## config.mk

```make
export PLATFORM = sky130hd
export DESIGN_NAME = pairwise_alignment_interval_extract_core_flat
export DESIGN_NICKNAME = d
export VERILOG_FILES = /design/src/paie_pkg.sv /design/src/paie_if.sv /design/src/pairwise_alignment_interval_extract_core.sv /design/src/paie_front.sv /design/src/paie_queue.sv /design/src/paie_back.sv /design/src/flat_wrapper.sv
export VERILOG_INCLUDE_DIRS = /design/src /design/src/src
export SDC_FILE = /design/constraint.sdc
export NUM_CORES = 1
export LEC_CHECK = 0
export BUFFER_PORTS_ARGS = -buffer_cell sky130_fd_sc_hd__buf_2
export CAP_MARGIN = 20
export CELL_PAD_IN_SITES_DETAIL_PLACEMENT = 0
export CELL_PAD_IN_SITES_GLOBAL_PLACEMENT = 1
export CORE_MARGIN = 5
export CORE_UTILIZATION = 47
export DETAILED_ROUTE_END_ITERATION = 10
export GPL_TIMING_DRIVEN = 1
export HOLD_SLACK_MARGIN = 0.05
export PLACE_DENSITY_LB_ADDON = 0.1
export SYNTH_ARGS = -nofsm -noshare
export SYNTH_HDL_FRONTEND = slang
export SYNTH_SLANG_ARGS = --single-unit
```

## constraint.sdc

```tcl
create_clock -name clk -period 23.1 [get_ports clk]
set_input_delay 2.31 -clock clk [delete_from_list [all_inputs] [get_ports clk]]
set_output_delay 2.31 -clock clk [all_outputs]
set_load 0.1 [all_outputs]
```

## src/pairwise_alignment_interval_extract_core_defines.svh

```systemverilog
// Assertion macros shared by the interval extractor modules.
`ifndef PAIRWISE_ALIGNMENT_INTERVAL_EXTRACT_CORE_DEFINES_SVH
`define PAIRWISE_ALIGNMENT_INTERVAL_EXTRACT_CORE_DEFINES_SVH

// Check a consequence in the same cycle as its cause.
`define PAIE_ASSERT_NOW(label, ante, cons, msg) \
  label: assert property (@(posedge clk) disable iff (!rst_n) (ante) |-> (cons)) \
    else $error(msg);

// Check a consequence in the cycle after its cause.
`define PAIE_ASSERT_NEXT(label, ante, cons, msg) \
  label: assert property (@(posedge clk) disable iff (!rst_n) (ante) |=> (cons)) \
    else $error(msg);

`endif

```

## src/paie_pkg.sv

```systemverilog
// Package: widths, codes and the decoded item type of the interval extractor.
package paie_pkg;

  localparam int POS_BITS    = 32;
  localparam int TARGET_BITS = 16;
  localparam int OUT_BITS    = 32;
  localparam int TIDX_BITS   = 16;

  // queue depth, power of two
  localparam int QDEPTH = 2;
  localparam int QPTR_W = $clog2(QDEPTH);

  localparam logic [1:0] ACT_HEADER = 2'd0;
  localparam logic [1:0] ACT_COLUMN = 2'd1;
  localparam logic [1:0] ACT_END    = 2'd2;

  localparam logic [1:0] STRAND_PLUS  = 2'd0;
  localparam logic [1:0] STRAND_MINUS = 2'd1;

  typedef logic [POS_BITS-1:0]    pos_t;
  typedef logic [TARGET_BITS-1:0] tgt_t;

  typedef enum logic [1:0] {
    OP_HEADER = 2'd0,
    OP_COLUMN = 2'd1,
    OP_END    = 2'd2
  } op_t;

  typedef struct packed {
    op_t  op;
    pos_t src_val;
    pos_t dest_val;
    tgt_t target;
    logic src_gap;
    logic dest_gap;
  } item_t;

  // Sign-extend a position and cut it to the result field width.
  function automatic logic signed [OUT_BITS-1:0] to_field(input pos_t v);
    logic signed [63:0] ext;
    ext = 64'(signed'(v));
    return ext[OUT_BITS-1:0];
  endfunction

endpackage

```

## src/paie_if.sv

```systemverilog
// Handshake interfaces for the input and result channels.
interface paie_in_if import paie_pkg::*; ();
  logic        valid;
  logic        ready;
  logic [1:0]  action;
  logic [30:0] src_first;
  logic [30:0] dest_first;
  logic [30:0] dest_length;
  logic [1:0]  strand;
  logic [15:0] target;
  logic        src_gap;
  logic        dest_gap;

  modport source (output valid, action, src_first, dest_first, dest_length, strand,
                  target, src_gap, dest_gap, input ready);
  modport sink   (input valid, action, src_first, dest_first, dest_length, strand,
                  target, src_gap, dest_gap, output ready);
endinterface

interface paie_out_if import paie_pkg::*; ();
  logic                        valid;
  logic                        ready;
  logic signed [OUT_BITS-1:0]  src_begin;
  logic signed [OUT_BITS-1:0]  src_stop;
  logic        [TIDX_BITS-1:0] target_index;
  logic signed [OUT_BITS-1:0]  dest_begin;
  logic signed [OUT_BITS-1:0]  dest_stop;

  modport source (output valid, src_begin, src_stop, target_index, dest_begin, dest_stop,
                  input ready);
  modport sink   (input valid, src_begin, src_stop, target_index, dest_begin, dest_stop,
                  output ready);
endinterface

```

## src/pairwise_alignment_interval_extract_core.sv

```systemverilog
// Pairwise alignment interval extractor, top level.
// Takes one transaction per clock unless stalled: a block header, an alignment column or an
// end of block, and returns the ungapped intervals of the block, at most one per transaction.
// The sustained rate without stalls is one transaction per cycle; the loop that sets it is
// the back end's position and open-interval registers, one compare and two increments per
// column. A result passes the front register, the two-entry queue and the output register.
// The front end decodes headers into zero-based or reverse-strand start positions; action
// code three is dropped there. Each side stalls on its own ready.
module pairwise_alignment_interval_extract_core import paie_pkg::*; (
  input  logic       clk,
  input  logic       rst_n,
  paie_in_if.sink    in_ch,
  paie_out_if.source out_ch
);

  logic  push, q_ready, q_vld, pop;
  item_t push_item, q_item;

  paie_front u_front (
    .clk       (clk),
    .rst_n     (rst_n),
    .in_ch     (in_ch),
    .push      (push),
    .push_item (push_item),
    .q_ready   (q_ready)
  );

  paie_queue u_queue (
    .clk       (clk),
    .rst_n     (rst_n),
    .push      (push),
    .push_item (push_item),
    .q_ready   (q_ready),
    .q_vld     (q_vld),
    .q_item    (q_item),
    .pop       (pop)
  );

  paie_back u_back (
    .clk    (clk),
    .rst_n  (rst_n),
    .q_vld  (q_vld),
    .q_item (q_item),
    .pop    (pop),
    .out_ch (out_ch)
  );

endmodule

```

## src/paie_front.sv

```systemverilog
// Front end: accept input transactions, decode them and compute header start positions.
module paie_front import paie_pkg::*; (
  input  logic      clk,
  input  logic      rst_n,
  paie_in_if.sink   in_ch,
  output logic      push,
  output item_t     push_item,
  input  logic      q_ready
);

  logic  vld_r, vld_nxt;
  item_t item_r, item_nxt;
  logic  take;
  pos_t  sf, df, dl;

  assign in_ch.ready = !vld_r || q_ready;
  assign take        = in_ch.valid && in_ch.ready;
  assign push        = vld_r && q_ready;
  assign push_item   = item_r;

  assign sf = POS_BITS'(in_ch.src_first);
  assign df = POS_BITS'(in_ch.dest_first);
  assign dl = POS_BITS'(in_ch.dest_length);

  always_comb begin
    item_nxt          = item_r;
    item_nxt.src_gap  = in_ch.src_gap;
    item_nxt.dest_gap = in_ch.dest_gap;
    item_nxt.target   = TARGET_BITS'(in_ch.target);
    item_nxt.src_val  = sf;
    item_nxt.dest_val = df;
    unique case (in_ch.action)
      ACT_HEADER: item_nxt.op = OP_HEADER;
      ACT_COLUMN: item_nxt.op = OP_COLUMN;
      default:    item_nxt.op = OP_END;
    endcase
    // plus: both zero-based; minus: destination becomes reverse-strand index
    if (in_ch.strand == STRAND_PLUS) begin
      item_nxt.src_val  = sf - POS_BITS'(1);
      item_nxt.dest_val = df - POS_BITS'(1);
    end else if (in_ch.strand == STRAND_MINUS) begin
      item_nxt.src_val  = sf - POS_BITS'(1);
      item_nxt.dest_val = df - dl - POS_BITS'(1);
    end
  end

  always_comb begin
    vld_nxt = vld_r;
    if (push) vld_nxt = 1'b0;
    // drop the unused action code here
    if (take) vld_nxt = (in_ch.action == ACT_HEADER) || (in_ch.action == ACT_COLUMN) ||
                        (in_ch.action == ACT_END);
  end

  always_ff @(posedge clk) begin
    if (!rst_n) begin
      vld_r <= 1'b0;
    end else begin
      vld_r <= vld_nxt;
    end
  end

  always_ff @(posedge clk) begin
    if (take) begin
      item_r <= item_nxt;
    end
  end

endmodule

```

## src/paie_queue.sv

```systemverilog
// Short queue of decoded items between the front and back ends.
`include "pairwise_alignment_interval_extract_core_defines.svh"
module paie_queue import paie_pkg::*; (
  input  logic  clk,
  input  logic  rst_n,
  input  logic  push,
  input  item_t push_item,
  output logic  q_ready,
  output logic  q_vld,
  output item_t q_item,
  input  logic  pop
);

  item_t             mem_r [QDEPTH];
  logic [QPTR_W-1:0] wr_ptr_r, wr_ptr_nxt;
  logic [QPTR_W-1:0] rd_ptr_r, rd_ptr_nxt;
  logic [QPTR_W:0]   cnt_r, cnt_nxt;

  assign q_ready = cnt_r < (QPTR_W+1)'(QDEPTH);
  assign q_vld   = cnt_r != '0;
  assign q_item  = mem_r[rd_ptr_r];

  always_comb begin
    wr_ptr_nxt = push ? wr_ptr_r + 1'b1 : wr_ptr_r;
    rd_ptr_nxt = pop  ? rd_ptr_r + 1'b1 : rd_ptr_r;
    cnt_nxt    = cnt_r + (QPTR_W+1)'(push) - (QPTR_W+1)'(pop);
  end

  always_ff @(posedge clk) begin
    if (!rst_n) begin
      wr_ptr_r <= '0;
      rd_ptr_r <= '0;
      cnt_r    <= '0;
    end else begin
      wr_ptr_r <= wr_ptr_nxt;
      rd_ptr_r <= rd_ptr_nxt;
      cnt_r    <= cnt_nxt;
    end
  end

  always_ff @(posedge clk) begin
    if (push) begin
      mem_r[wr_ptr_r] <= push_item;
    end
  end

  `PAIE_ASSERT_NOW(a_cnt_bound, 1'b1, cnt_r <= (QPTR_W+1)'(QDEPTH), "queue count overflow")
  `PAIE_ASSERT_NOW(a_pop_nonempty, pop, cnt_r != '0, "pop from empty queue")

endmodule

```

## src/paie_back.sv

```systemverilog
// Back end: track row positions and the open interval, register closed intervals.
`include "pairwise_alignment_interval_extract_core_defines.svh"
module paie_back import paie_pkg::*; (
  input  logic      clk,
  input  logic      rst_n,
  input  logic      q_vld,
  input  item_t     q_item,
  output logic      pop,
  paie_out_if.source out_ch
);

  pos_t src_pos_r, src_pos_nxt;
  pos_t dest_pos_r, dest_pos_nxt;
  pos_t open_src_r, open_src_nxt;
  pos_t open_dest_r, open_dest_nxt;
  tgt_t tgt_r, tgt_nxt;
  logic open_r, open_nxt;
  logic emit;
  logic out_vld_r, out_vld_nxt;

  logic signed [OUT_BITS-1:0]  src_begin_r, src_stop_r, dest_begin_r, dest_stop_r;
  logic        [TIDX_BITS-1:0] tidx_r;

  assign pop = q_vld && (!out_vld_r || out_ch.ready);

  always_comb begin
    src_pos_nxt   = src_pos_r;
    dest_pos_nxt  = dest_pos_r;
    open_src_nxt  = open_src_r;
    open_dest_nxt = open_dest_r;
    tgt_nxt       = tgt_r;
    open_nxt      = open_r;
    emit          = 1'b0;
    if (pop) begin
      unique case (q_item.op)
        OP_HEADER: begin
          src_pos_nxt   = q_item.src_val;
          dest_pos_nxt  = q_item.dest_val;
          tgt_nxt       = q_item.target;
          open_nxt      = 1'b0;
          open_src_nxt  = '0;
          open_dest_nxt = '0;
        end
        OP_COLUMN: begin
          if (q_item.src_gap || q_item.dest_gap) begin
            emit     = open_r;
            open_nxt = 1'b0;
          end else if (!open_r) begin
            open_nxt      = 1'b1;
            open_src_nxt  = src_pos_r;
            open_dest_nxt = dest_pos_r;
          end
          if (!q_item.src_gap)  src_pos_nxt  = src_pos_r + POS_BITS'(1);
          if (!q_item.dest_gap) dest_pos_nxt = dest_pos_r + POS_BITS'(1);
        end
        OP_END: begin
          emit     = open_r;
          open_nxt = 1'b0;
        end
        default: begin
          open_nxt = open_r;
        end
      endcase
    end
  end

  always_comb begin
    out_vld_nxt = out_vld_r;
    if (out_ch.ready) out_vld_nxt = 1'b0;
    if (emit)         out_vld_nxt = 1'b1;
  end

  always_ff @(posedge clk) begin
    if (!rst_n) begin
      src_pos_r   <= '0;
      dest_pos_r  <= '0;
      open_src_r  <= '0;
      open_dest_r <= '0;
      tgt_r       <= '0;
      open_r      <= 1'b0;
      out_vld_r   <= 1'b0;
    end else begin
      src_pos_r   <= src_pos_nxt;
      dest_pos_r  <= dest_pos_nxt;
      open_src_r  <= open_src_nxt;
      open_dest_r <= open_dest_nxt;
      tgt_r       <= tgt_nxt;
      open_r      <= open_nxt;
      out_vld_r   <= out_vld_nxt;
    end
  end

  // closing positions are the row positions before this column advances them
  always_ff @(posedge clk) begin
    if (emit) begin
      src_begin_r  <= to_field(open_src_r);
      src_stop_r   <= to_field(src_pos_r);
      tidx_r       <= TIDX_BITS'(tgt_r);
      dest_begin_r <= to_field(open_dest_r);
      dest_stop_r  <= to_field(dest_pos_r);
    end
  end

  assign out_ch.valid        = out_vld_r;
  assign out_ch.src_begin    = src_begin_r;
  assign out_ch.src_stop     = src_stop_r;
  assign out_ch.target_index = tidx_r;
  assign out_ch.dest_begin   = dest_begin_r;
  assign out_ch.dest_stop    = dest_stop_r;

  `PAIE_ASSERT_NEXT(a_gap_closes, pop && q_item.op == OP_COLUMN && open_r && (q_item.src_gap || q_item.dest_gap), out_vld_r && !open_r, "gap column did not close interval")
  `PAIE_ASSERT_NEXT(a_header_clears, pop && q_item.op == OP_HEADER, !open_r && src_pos_r == $past(q_item.src_val), "header did not reload state")
  `PAIE_ASSERT_NOW(a_no_overwrite, emit, !out_vld_r || out_ch.ready, "result overwritten while stalled")

endmodule
```

## src/flat_wrapper.sv

```systemverilog
// flat-port wrapper written by rule: the top's interface ports become plain ports
module pairwise_alignment_interval_extract_core_flat import paie_pkg::*;
  (clk, rst_n, in_ch_valid, in_ch_action, in_ch_src_first, in_ch_dest_first, in_ch_dest_length, in_ch_strand, in_ch_target, in_ch_src_gap, in_ch_dest_gap, in_ch_ready, out_ch_valid, out_ch_src_begin, out_ch_src_stop, out_ch_target_index, out_ch_dest_begin, out_ch_dest_stop, out_ch_ready);
  paie_in_if in_ch_i ();
  paie_out_if out_ch_i ();
  input  logic clk;
  input  logic rst_n;
  input wire logic [$bits(in_ch_i.valid)-1:0] in_ch_valid;
  input wire logic [$bits(in_ch_i.action)-1:0] in_ch_action;
  input wire logic [$bits(in_ch_i.src_first)-1:0] in_ch_src_first;
  input wire logic [$bits(in_ch_i.dest_first)-1:0] in_ch_dest_first;
  input wire logic [$bits(in_ch_i.dest_length)-1:0] in_ch_dest_length;
  input wire logic [$bits(in_ch_i.strand)-1:0] in_ch_strand;
  input wire logic [$bits(in_ch_i.target)-1:0] in_ch_target;
  input wire logic [$bits(in_ch_i.src_gap)-1:0] in_ch_src_gap;
  input wire logic [$bits(in_ch_i.dest_gap)-1:0] in_ch_dest_gap;
  output wire logic [$bits(in_ch_i.ready)-1:0] in_ch_ready;
  output wire logic [$bits(out_ch_i.valid)-1:0] out_ch_valid;
  output wire logic [$bits(out_ch_i.src_begin)-1:0] out_ch_src_begin;
  output wire logic [$bits(out_ch_i.src_stop)-1:0] out_ch_src_stop;
  output wire logic [$bits(out_ch_i.target_index)-1:0] out_ch_target_index;
  output wire logic [$bits(out_ch_i.dest_begin)-1:0] out_ch_dest_begin;
  output wire logic [$bits(out_ch_i.dest_stop)-1:0] out_ch_dest_stop;
  input wire logic [$bits(out_ch_i.ready)-1:0] out_ch_ready;
  assign in_ch_i.valid = in_ch_valid;
  assign in_ch_i.action = in_ch_action;
  assign in_ch_i.src_first = in_ch_src_first;
  assign in_ch_i.dest_first = in_ch_dest_first;
  assign in_ch_i.dest_length = in_ch_dest_length;
  assign in_ch_i.strand = in_ch_strand;
  assign in_ch_i.target = in_ch_target;
  assign in_ch_i.src_gap = in_ch_src_gap;
  assign in_ch_i.dest_gap = in_ch_dest_gap;
  assign in_ch_ready = in_ch_i.ready;
  assign out_ch_valid = out_ch_i.valid;
  assign out_ch_src_begin = out_ch_i.src_begin;
  assign out_ch_src_stop = out_ch_i.src_stop;
  assign out_ch_target_index = out_ch_i.target_index;
  assign out_ch_dest_begin = out_ch_i.dest_begin;
  assign out_ch_dest_stop = out_ch_i.dest_stop;
  assign out_ch_i.ready = out_ch_ready;
  pairwise_alignment_interval_extract_core u_core (.clk(clk), .rst_n(rst_n), .in_ch(in_ch_i), .out_ch(out_ch_i));
endmodule
```

Word-level counts from Yosys, hierarchy flattened
Memories as Yosys holds them, arrays and structs flattened. A register that Yosys moved wholly into a read port is not among the register bits.
Index checks and enable logic that the tools add are counted.
{ "totals": {"memories": 1, "ram_bits": 168, "elab_cells": 93, "reg_bits": 379} }
{ "op_classes": {"n_addsub": 10, "n_eq_ne": 9, "n_reduce_logical": 24, "n_mux": 26, "magnitude_cmp": 1} }
{ "mem_list": {"columns": ["memory", "words", "width", "rd", "rd_ports_with_merged_regs", "write_ports", "line", "source"], "rows": [
  ["u_core.u_queue.mem_r", 2, 84, 1, 1, 1, "paie_queue.sv:14", "item_t mem_r [QDEPTH];"]
]} }
{ "op_table": {"columns": ["cell", "count"], "rows": [
  ["32-bit case mux with 2 select lines", 4],
  ["32-bit 2-to-1 mux", 6],
  ["64-bit 2-to-1 mux", 2],
  ["32-bit by 1-bit adder with 32-bit output (second input constant)", 2],
  ["31-bit by 1-bit subtractor with 32-bit output (second input constant)", 2],
  ["31-bit by 31-bit subtractor with 32-bit output", 1],
  ["32-bit by 1-bit subtractor with 32-bit output (second input constant)", 1],
  ["1-bit 2-to-1 mux", 11],
  ["2-bit nonzero test", 5],
  ["2-bit != test (second input constant)", 4],
  ["2-bit by 1-bit equality test with 1-bit output (second input constant)", 3],
  ["2-bit logical NOT", 3],
  ["3-bit AND reduction", 2],
  ["1-bit logical OR", 5],
  ["2-bit equality test (second input constant)", 2],
  ["1-bit case mux with 2 select lines", 2],
  ["2-bit case mux with 2 select lines", 1],
  ["2-bit AND reduction", 2],
  ["4-bit AND reduction", 1],
  ["1-bit logical AND", 3],
  ["1-bit adder (second input constant)", 2],
  ["2-bit by 1-bit adder with 2-bit output", 1],
  ["1-bit logical NOT", 2],
  ["2-bit less-than comparator (second input constant)", 1],
  ["2 further kinds", 2]
]} }

Logic depth before layout (Yosys ltp)
{ "logic_depth": {"word_depth": 5, "mapped_depth": 14, "depth_no_buf": 11} }

Hierarchy
Synthesis repeated with hierarchy kept, for this count alone.
{ "hier_totals": {"hier_cells": 1982, "area_unflattened_um2": 23857.9} }
{ "by_module_without_submodules": {"columns": ["mod", "instances", "seq_area_each_um2", "area_each_um2", "cells_per_inst"], "rows": [
  ["paie_back", 1, 7247.0, 11483.5, 1087],
  ["paie_queue", 1, 5144.9, 6527.5, 282],
  ["paie_front", 1, 2542.4, 5846.9, 613]
]} }

Worst setup path before layout
OpenSTA, ideal clock, no wires.
{ "synth_timing": {"path_type": "input to register", "startpoint": "input port out_ch_ready", "endpoint": "register u_core.u_back.dest_begin_r[0], in the netlist u_core.u_back.out_ch.dest_begin[0], enable pin", "setup_ns": 1.053, "n_path_buf": 0, "t_required_ns": 22.047, "cell_stages": 3, "slack_ns": 4.671, "arrival_ns": 17.376, "path_cell_list": "nor2b_1 -> o21bai_1 -> nor4b_1"} }
{ "synth_via": {"elab_chain_len": 3} }
{ "synth_lines": {"columns": ["item", "line", "source"], "rows": [
  ["start, declared", "flat_wrapper.sv:24", "input wire logic [$bits(out_ch_i.ready)-1:0] out_ch_ready;"],
  ["1-bit logical OR", "paie_back.sv:24", "assign pop = q_vld && (!out_vld_r || out_ch.ready);"],
  ["1-bit logical AND", "paie_back.sv:24", null],
  ["1-bit 2-to-1 mux", "paie_back.sv:34", "if (pop) begin"],
  ["named net u_core.u_back.emit", "paie_back.sv:18", "logic emit;"],
  ["end signal, assigned", "paie_back.sv:99", "dest_begin_r <= to_field(open_dest_r);"],
  ["end, declared", "paie_back.sv:21", "logic signed [OUT_BITS-1:0] src_begin_r, src_stop_r, dest_begin_r, dest_stop_r;"]
]} }
The timed path passes the listed nets, and every way through them passes these cells.
A chain may end at the register's enable or synchronous reset.

==> flow_summary.toml <==
[global_route]
busiest_layer = "met1"
grt_overflow = 0
met2_usage_pct = 27.5
use_met3_pct = 3.88
met1_usage_pct = 31.7
grt_pass1_wl_mm = 84.8
antenna_found_initial = 8
grt_pass1_vias = 14700
grt_max_degree = 90
grt_use_total_pct = 19.6

[power_and_ir_drop]
power.density_nw_per_um2 = 91.2
peakVddDrop_mv = 0.0685
total_leakage_power_nw = 9.65
power_mw = 2.49

[floorplan]
core_sq_um = 49800
die_x_um = 234
start_util_pct = 47.2
rows = 82
fp.dieArea_sq_um = 54500
die_height_um = 234
ios = 265

[cts]
hold_buffers = 0
tritoncts = "built"
htree_levels = 2
clk_latency_ns = 0.61
cts_resized = 0
clock_path_buffers = 3
clkTransAtPathRegs_ns = 0.06
cts_sinks = 548
cts_buffers = 55
ctsRootBufferMaster = "clkbuf_16"
postCtsSetupBuffers = 0

[min_path]
hp-class = "flip-flop to flip-flop"
min_from = "u_core.u_back.open_dest_r[18]$_SDFFE_PN0P_"

[worst_setup_path]
worstPathMaxFanout = 5
critPathArrivalTime_ns = 5.21
startpoint = "in_ch_dest_length[0]"
criticalPathCategory = "primary input to flip-flop"
worstSetupEndpointType = "flip-flop"
critPathLaunchType = "primary input"
crit_required_ns = 23.44

[final_layout]
final_util_pct = 54.8
final_nets = 2359
final_cell_mix = "edfxtp_1 (396), buf_2 (263), nand2_1 (211)"
area_delta_synth_final_pct = 16.2
layout_commonest_cell = "edfxtp_1"
drive_above_1_share_pct = 18.8
fin_area_sq_um = 27300
final_cells = 2921

[timing]
hold_slack_ns = 0.428
setup_violations = 0
hold_viol = 0
max_freq_ghz = 0.205
setup_ws_ns = 18.23
fin_crit_ns = 4.87
slew_headroom_pct = 34.7
min_period_over_period_pct = 21.1
tightest_slew_ns = 0.970
drv_slew = 0
tns_ns = 0
rsz0062_at_grt = "no"
skew_ns = 0.0320

[outcome]
status = "finished, final reports clean"

[placed_design]
dp.cells = 2812
place_area_sq_um = 25500
place_congestion = 0.871
pre_cts_ws_ns = 17.66
dp_hpwl_mm = 37.8
io_buffers = 264

[detailed_routing]
routedWlPerCell_um = 18.9
avgViaCountPerCell = 5.36
drtIter0Drc = 1169
drc_errors = 0
routed_wl_mm = 55.1
num_vias = 15600
dr.pass1.iters = 5
final_antenna_net_count = 0

[logic_synthesis]
ys_warn_count = 0
synth_cell_types = 74
synth.top_cell.area_share_pct = 50.6
syn_nets = 2124
synth_edf_count = 396
async_flop_share_pct = 0
synth_area_leaders = "edfxtp_1 (51%), dfxtp_1 (13%), nand2_1 (3.4%)"
syn-cell-area_sq_um = 23500
seq_area_frac_synth_pct = 63.6
syn_avg_cell_area_sq_um = 12.0
yosys_register_bits = 548
syn_inst = 1963
yosysTopAreaCell = "edfxtp_1"
ys.flop_type = "edfxtp_1"

[flow_run]
max_cap_violations = 0
per-layer routing:
metal / wire (um) / part of all wire (%)
met1: 28000 / 51
met5: 41 / 0.074
met2: 23200 / 42
met3: 3150 / 5.7
met4: 598 / 1.1
worst paths after layout:
kind / endpoint / slack [ns] / cells after the start
max: u_core.u_front.push_item[44]$_DFFE_PP_ / 18.23 / 12
min: u_core.u_back.out_ch.dest_begin[18]$_DFFE_PP_ / 0.43 / 0
max reg2reg: u_core.u_back.open_dest_r[11]$_SDFFE_PN0P_ / 18.99 / 8
min reg2reg: u_core.u_back.out_ch.dest_begin[18]$_DFFE_PP_ / 0.43 / 0
cell type report:
type                       instances  area (sq um)
fill                            4277         22500
sequential                       548         14900
multi-input combinational       1244          7950
timing repair buffer             285          1520
clock buffer                      74          1480
tap                              672           841
clock inverter                    29           309
inverter                          64           240
antenna                            5          12.5
flip-flops by register name, indices dropped and copies added, names as in the netlist, 2 cells and up, named ones only:
name / flops
u_core.u_back.open_dest_r: 32
u_core.u_queue.cnt_r: 2
u_core.u_back.out_ch.dest_begin: 32
u_core.u_back.out_ch.target_index: 16
u_core.u_queue.mem_r: 168
u_core.u_back.out_ch.src_begin: 32
u_core.u_back.src_pos_r: 32
u_core.u_back.tgt_r: 16
u_core.u_front.push_item: 84
u_core.u_back.dest_pos_r: 32
u_core.u_back.open_src_r: 32
u_core.u_back.out_ch.src_stop: 32
u_core.u_back.out_ch.dest_stop: 32
worst max-delay path, cell delays in order:
cell,delay [ns]
buf_2,0.09
inv_1,0.05
ha_1,0.18
inv_1,0.06
fa_1,0.37
nand2b_1,0.20
a21oi_1,0.40
o211ai_1,0.18
a211oi_1,0.58
nor3_1,0.16
or3_1,0.38
a32o_1,0.23
cells in the mapped netlist, types with 28 or more instances:
| master | count |
|---|---|
| a21boi_0 | 74 |
| a21oi_1 | 98 |
| a31oi_1 | 28 |
| clkbuf_1 | 90 |
| dfxtp_1 | 152 |
| edfxtp_1 | 396 |
| ha_1 | 41 |
| inv_1 | 63 |
| mux2i_1 | 66 |
| nand2_1 | 211 |
| nand3_1 | 97 |
| nor2_1 | 98 |
| nor2b_1 | 33 |
| nor3_1 | 30 |
| o21ai_0 | 92 |
| xnor2_1 | 33 |
| xor2_1 | 39 |
power breakdown:
part | leakage (nW) | internal (mW) | switching [mW]
Clock | 0.863 | 0.497 | 0.369
Sequential | 4.80 | 1.14 | 0.0719
Combinational | 3.99 | 0.144 | 0.268
Total | 9.65 | 1.78 | 0.709
cells by family (layout without fill, tap and decap cells):
group,Yosys count,count (layout),synth area share [%]
and+or+nand+nor,605,605,12.7
DFF,548,548,63.6
AOI/OAI and AO/OA,447,447,12.6
buffers and inverters,171,452,2.77
muxes,78,78,3.39
xor gates and xnor gates,72,72,2.69
adders and majority gates,42,42,2.27
other,0,5,0
Power figures use the tool's default switching activity.
